<file path="src/rtl/bsm_pkg.sv">
// ----------------------------------------------------------------------------
// bsm_pkg
// Shared types and codes for the byte stack machine core.
// ----------------------------------------------------------------------------
package bsm_pkg;

  localparam int ADDR_BITS = 16;

  typedef logic [ADDR_BITS-1:0] addr_t;

  // request op codes
  localparam logic [1:0] OP_STEP    = 2'd0;
  localparam logic [1:0] OP_WRITE   = 2'd1;
  localparam logic [1:0] OP_READ    = 2'd2;
  localparam logic [1:0] OP_RESTART = 2'd3;

  // instruction opcodes
  localparam logic [7:0] OPC_HALT  = 8'h00;
  localparam logic [7:0] OPC_ADD   = 8'h10;
  localparam logic [7:0] OPC_SUB   = 8'h11;
  localparam logic [7:0] OPC_AND   = 8'h12;
  localparam logic [7:0] OPC_OR    = 8'h13;
  localparam logic [7:0] OPC_XOR   = 8'h14;
  localparam logic [7:0] OPC_DROP  = 8'h20;
  localparam logic [7:0] OPC_DUP   = 8'h21;
  localparam logic [7:0] OPC_OVER  = 8'h22;
  localparam logic [7:0] OPC_SWAP  = 8'h23;
  localparam logic [7:0] OPC_STORE = 8'h30;
  localparam logic [7:0] OPC_FETCH = 8'h31;
  localparam logic [7:0] OPC_LIT   = 8'h40;
  localparam logic [7:0] OPC_IF    = 8'h50;
  localparam logic [7:0] OPC_CALL  = 8'h60;
  localparam logic [7:0] OPC_EXIT  = 8'h61;

  // config register select (paddr bit 2)
  localparam logic REG_START_ADDRESS = 1'b0;
  localparam logic REG_STACK_START   = 1'b1;

  typedef struct packed {
    logic [7:0] opc;
    logic [7:0] a;
    logic [7:0] b;
  } alu_req_t;

endpackage

</file>
<file path="src/rtl/bsm_alu.sv">
// ----------------------------------------------------------------------------
// bsm_alu
// Byte arithmetic and logic unit for the add, sub, and, or and xor opcodes.
// ----------------------------------------------------------------------------
module bsm_alu (
  input  bsm_pkg::alu_req_t req_i,
  output logic [7:0]        res_o
);

  always_comb begin
    case (req_i.opc)
      bsm_pkg::OPC_ADD: res_o = req_i.a + req_i.b;
      bsm_pkg::OPC_SUB: res_o = req_i.a - req_i.b;
      bsm_pkg::OPC_AND: res_o = req_i.a & req_i.b;
      bsm_pkg::OPC_OR:  res_o = req_i.a | req_i.b;
      bsm_pkg::OPC_XOR: res_o = req_i.a ^ req_i.b;
      default:          res_o = '0;
    endcase
  end

endmodule

</file>
<file path="config.mk">
export PLATFORM = sky130hd
export DESIGN_NAME = bsm_alu
export DESIGN_NICKNAME = d
export VERILOG_FILES = /design/src/rtl/bsm_pkg.sv /design/src/rtl/bsm_alu.sv
export SDC_FILE = /design/constraint.sdc
export NUM_CORES = 1
export LEC_CHECK = 0
export BUFFER_PORTS_ARGS = -buffer_cell sky130_fd_sc_hd__buf_2
export CAP_MARGIN = 20
export CORE_ASPECT_RATIO = 0.75
export CORE_MARGIN = 4
export CORE_UTILIZATION = 54
export DETAILED_ROUTE_END_ITERATION = 8
export PLACE_DENSITY = 0.89
export SYNTH_ARGS = -nofsm -noshare
export SYNTH_HDL_FRONTEND = slang
export SYNTH_SLANG_ARGS = --single-unit
</file>
<file path="constraint.sdc">
create_clock -name vclk -period 7.1
set_input_delay 1.065 -clock vclk [all_inputs]
set_output_delay 1.065 -clock vclk [all_outputs]
set_load 0.005 [all_outputs]
</file>
==> metrics.md, run 1 <==
| Metric | Value |
|---|---|
| Status | complete, no violations |
| Pint | 0.0317 mW |
| Pins Over Slew Limit | 0 |
| Die W | 58.2 um |
| Leak pwr | 0.647 nW |
| Hold buffers post-CTS | 0 |
| Placement Setup Slack | 2.10 ns |
| Initial core utilization | 0.580 |
| Most frequent cells in the layout | 32 x buf_2, 24 x ha_1, 21 x inv_1 |
| I/O pins | 32 |
| Crit path DAT | 3.98 ns |
| Area grow syn2layout | 16.4% |
| Setup Viol. Count Final | 0 |
| Critical path launch point type | input pin |
| Psw | 0.0382 mW |
| Die area | 0.00266 sq mm |
| CP max stage delay | 0.42 ns |
| Die H | 45.6 um |
| Crit path from | req_i[16] |
| Synth top area share | 0.294 |
| Unrepaired setup endpoints after global routing | false |
| Largest net degree at the start of global routing | 18 |
| Pwr Density | 58.9 mW/mm^2 |
| Vias | 1,119 |
| Port-buffer cells | 32 |
| Final period util | 0.711 |
| Core ar. | 0.00176 sq mm |
| Global-route wire length before repair | 4310 um |
| Most common cell after layout, fill and taps aside | buf_2 |
| CTS resizes | 0 |
| Number of fill cells | 150 |
| DRT antenna net count | 0 |
| Total GRT Usage | 0.200 |
| Crit path max fanout | 17 |
| FF/Latch Area | 0 sq um |
| Critical Path, Cell by Cell | buf_2 -> nor4b_1 -> nand2_1 -> mux2i_1 -> ha_1 -> nor2b_1 -> o31a_1 -> o21ai_0 -> nor4b_1 -> or3_1 -> buf_2 |
| CP endpoint kind | output pin |
| Worst slew pin tran | 0.491 ns |
| Dpl cells | 194 |
| Synthesized area | 0.00102 sq mm |
| Mean Syn Cell Area | 7.03 sq um |
| HPWL Detailed | 2180 um |
| Seq Cell Count | 0 |
| Initial drt markers | 45 |
| Num rows | 13 |
| Seq/Total Area, Yosys | 0 |
| Ant. Diodes | 0 |
| Routed length per instance | 13.4 um |
| Dominant cell type by area after synthesis | ha_1 |
| Buffers and inverters on the worst path | 2 |
| Final Util | 0.676 |
| Hold path depth | 4 |
| Vias in the first global route | 1,060 |
| Post-CTS Setup Bufs | 0 |
| Crit path time final | 5.05 ns |
| Syn nets | 194 |
| Clock group share of total power | 0 |
| WP data required | 6.03 ns |
| Min-delay worst type | input pin to output pin |
| Post-route design area | 0.00119 sq mm |
| DR pass1 iterations | 4 |
| Fmax achieved | 0.198 GHz |
| Vias per inst | 5.77 |
| Final worst setup slack | 2.05 ns |
| VDD IR-drop max | 0.0374 mV |
| CP Depth | 11 |
| Switching share of power | 0.546 |
| Synth cell types | 37 |
| Synth top area cells | ha_1 29%, inv_1 7.7%, nor2_1 5.5% |
| Setup crit end | res_o[7] |
| Syn Inst Count | 145 |
| Yosys Warn Count | 0 |
| Worst Setup Path Type | input pin to output pin |
| Layout clock buffer count | 0 |
| Final hold vios | 0 |
| Total grt overflow | 0 |
| Overall routed net length | 2610 um |
| Nets | 223 |
| Placed inst area | 0.00119 sq mm |
| Share of post-route cells with drive strength above 1 | 0.198 |
| GP Congestion | 0.954 |
| Slowest CP cell | nor4b_1 |
| Slew margin rel. | 0.670 |
| Comb power frac | 1.000 |
| Sequential Power Share | 0 |
| Multi-input gate area | 921 sq um |
| Initial antenna violation count | 0 |
| Cell family with most CP delay | simple AND/OR/NAND/NOR gates |
| Final setup TNS | 0 ns |
| DRC Markers | 0 |
| # Max-Cap Violations | 0 |
| Final Non-Filler Cells | 194 |
-- cells in the mapped netlist, drive strengths merged, types with 2 or more instances --
library cell and instances:
nor2b 2, or3 5, inv 21, nor3 2
o21a 3, o21ai 8, xnor2 6, and2 2
a21oi 10, xor2 3, nand2b 2, a211oi 3
clkbuf 4, nor2 15, mux2i 4, o2bb2ai 2
nor4b 3, ha 24, nand2 8, o31ai 2
-- how the worst min path moves through the flow --
| stage | start | endpoint | slack, ns |
|---|---|---|---|
| 2_1_floorplan | req_i[22] | res_o[0] | 2.30 |
| 3_3_place_gp | req_i[22] | res_o[0] | 2.54 |
| 3_5_place_dp | req_i[22] | res_o[0] | 2.55 |
| 4_1_cts | req_i[22] | res_o[0] | 2.55 |
| 5_1_grt | req_i[22] | res_o[0] | 2.58 |
| 6_report | req_i[22] | res_o[0] | 2.55 |
-- power groups by stage --
stage	sequential (mW)	clock, mW	combinational [mW]
after detailed placement	0	0	0.0688
after global placement	0	0	0.0652
after floorplan	0	0	0.0485
after global routing	0	0	0.0791
final	0	0	0.0699
after CTS	0	0	0.0693
-- worst min-delay path: cells and delay by family --
kind                   cells  cell delay, ns
AND/OR/NAND/NOR            2            0.20
buffers and inverters      2            0.22
-- metal layers --
| layer | global-route usage | up-vias | share of wire |
|---|---|---|---|
| met5 | 0 | - | 0 |
| met4 | 0.0324 | 0 | 0.0035 |
| met3 | 0.0170 | 2 | 0.097 |
| met2 | 0.367 | 45 | 0.48 |
| met1 | 0.262 | 509 | 0.42 |
| li1 | - | 563 | - |
-- final cells by class --
| type | count | area share |
|---|---|---|
| timing repair buffer | 32 | 0.135 |
| tap | 22 | 0.0232 |
| inverter | 21 | 0.0664 |
| multi-input combinational | 119 | 0.776 |
-- per-stage QoR --
step | hold WS (ns) | power (mW)
final | 2.55 | 0.0699
after global routing | 2.58 | 0.0791
after CTS | 2.55 | 0.0693
after detailed placement | 2.55 | 0.0688
after global placement | 2.54 | 0.0652
after floorplan | 2.30 | 0.0485
-- kinds of logic (layout without fill, tap and decap cells) --
group / Yosys count / count (layout) / share of synthesized area
simple gates: 44 / 44 / 0.232
xor+xnor: 9 / 9 / 0.0773
buf+inv: 26 / 53 / 0.0969
mux: 4 / 4 / 0.0393
compound gates: 37 / 37 / 0.241
fa+ha+maj: 25 / 25 / 0.314
Power figures use the tool's default switching activity.
==> run 2, diff against run 1 <==
Settings changed: CORE_UTILIZATION 54 to 50, PLACE_DENSITY 0.89 to 0.87.
Clock period 7.1 ns to 4.1 ns, I/O delays scaled along.
==> run 2 against run 1 <==
Effect of this change: via count fell by 0.18%; power is 78% higher; first-iteration DRC count rose by 18%; clock-buffer cell count unchanged; core utilization is 2.2 points lower; non-clock buffer count grew 2; final area grew 1.3%; sequential cell count unchanged; global-route usage increased by 0.75 points; routed wire length grew 5.4%; worst setup slack worse by 1.8 ns; critical path type unchanged; critical endpoint is now res_o[5].
==> metrics.md, run 2 (synthesis gave the netlist of run 1 again) <==
| Metric | Value |
|---|---|
| Status | complete, no violations |
| DRC Markers | 0 |
| DR pass1 iterations | 4 |
| Crit path DAT | 3.20 ns |
| I/O pins | 32 |
| Final Util | 0.654 |
| Placement Setup Slack | 0.311 ns |
| FF/Latch Area | 0 sq um |
| Most frequent cells in the layout | 32 x buf_2, 24 x ha_1, 21 x inv_1 |
| Num rows | 13 |
| Fmax achieved | 0.262 GHz |
| Max layer used | met4 |
| Min-delay worst type | input pin to output pin |
| Sequential Power Share | 0 |
| Layout clock buffer count | 0 |
| Comb power frac | 1.000 |
| Unrepaired setup endpoints after global routing | false |
| Final hold vios | 0 |
| Number of fill cells | 167 |
| Port-buffer cells | 32 |
| Pwr Density | 103 mW/mm^2 |
| Die H | 47.1 um |
| Critical Path, Cell by Cell | buf_2 -> nor4b_1 -> nand2_1 -> mux2i_1 -> ha_1 -> nor2b_1 -> o31a_1 -> o21a_1 -> or3_1 -> a32o_1 -> buf_2 |
| DRT met1 WL | 1260 um |
| HPWL Detailed | 2340 um |
| Switching share of power | 0.550 |
| Leak pwr | 0.656 nW |
| CP most frequent cell | buf_2 |
| Largest net degree at the start of global routing | 17 |
| GP Congestion | 0.878 |
| Ant. Diodes | 0 |
| Psw | 0.0682 mW |
| Worst Setup Path Type | input pin to output pin |
| Pins Over Slew Limit | 0 |
| Pint | 0.0559 mW |
| Worst slew pin tran | 0.542 ns |
| CTS resizes | 0 |
| Share of post-route cells with drive strength above 1 | 0.207 |
| Final period util | 0.929 |
| Post-CTS Setup Bufs | 0 |
| Initial drt markers | 53 |
| Dpl cells | 196 |
| Critical path launch point type | input pin |
| VDD IR-drop max | 0.0689 mV |
| Vias in the first global route | 1,077 |
| Total GRT Usage | 0.208 |
| Final setup TNS | 0 ns |
| Global-route wire length before repair | 4600 um |
| Total grt overflow | 0 |
| Die area | 0.00283 sq mm |
| Nets | 225 |
| Hold slack final | 1.65 ns |
| Met3 Routed Length | 191 um |
| Clock group share of total power | 0 |
| CP max stage delay | 0.39 ns |
| Setup Viol. Count Final | 0 |
| Core ar. | 0.00184 sq mm |
| DRT antenna net count | 0 |
| Seq Cell Count | 0 |
| Crit path time final | 3.81 ns |
| Die W | 60.1 um |
| Final worst setup slack | 0.289 ns |
| CP endpoint kind | output pin |
| # Max-Cap Violations | 0 |
| Initial antenna violation count | 0 |
| Slew margin rel. | 0.636 |
| Overall routed net length | 2750 um |
| Vias | 1,117 |
| Vias per inst | 5.70 |
| Multi-input gate area | 921 sq um |
| Most common cell after layout, fill and taps aside | buf_2 |
| Initial core utilization | 0.555 |
| Area grow syn2layout | 17.9% |
| WP data required | 3.48 ns |
| Routed length per instance | 14.0 um |
| Slowest CP cell | nor4b_1 |
| Final Non-Filler Cells | 196 |
| Hold buffers post-CTS | 0 |
| Crit path max fanout | 12 |
| Met2 wire len | 1280 um |
-- run 2: changes by cell type in the layout (fill, tap and decap cells not counted) --
| cell | before | now |
|---|---|---|
| buf_4 | 0 | 2 |
-- run 2: per-stage QoR --
| step | instance area (sq um) | power (mW) |
|---|---|---|
| global placement | 1200 | 0.114 |
| detailed placement | 1200 | 0.122 |
| CTS | 1200 | 0.123 |
| global route | 1200 | 0.140 |
| finish | 1200 | 0.124 |
| floorplan | 1020 | 0.0839 |
-- run 2: power by group through the flow --
| stage | sequential [mW] | combinational, mW | clock (mW) |
|---|---|---|---|
| after floorplan | 0 | 0.0839 | 0 |
| after global placement | 0 | 0.114 | 0 |
| after detailed placement | 0 | 0.122 | 0 |
| after CTS | 0 | 0.123 | 0 |
| after global routing | 0 | 0.140 | 0 |
| final | 0 | 0.124 | 0 |
-- run 2: metal layers --
layer  track usage  vias up
li1              -      569
met4        0.0221        0
met3        0.0192        2
met2         0.379       46
met5             0        -
met1         0.277      500
-- run 2: layout make-up --
class	count	area share
timing repair buffer	34	0.146
inverter	21	0.0656
tap	22	0.0229
multi-input combinational	119	0.766
-- run 2: final timing paths --
check	from	to	slack [ns]	cells after the start
min	req_i[22]	res_o[0]	1.65	4
max	req_i[18]	res_o[5]	0.29	11
-- run 2: critical path: cells and delay by family --
kind                     cells  cell delay [ns]
AND/OR/NAND/NOR              4             0.99
AO/OA/AOI/OAI                3             0.73
buffers and inverters        2             0.29
multiplexers                 1             0.28
adder cells (fa/ha/maj)      1             0.28
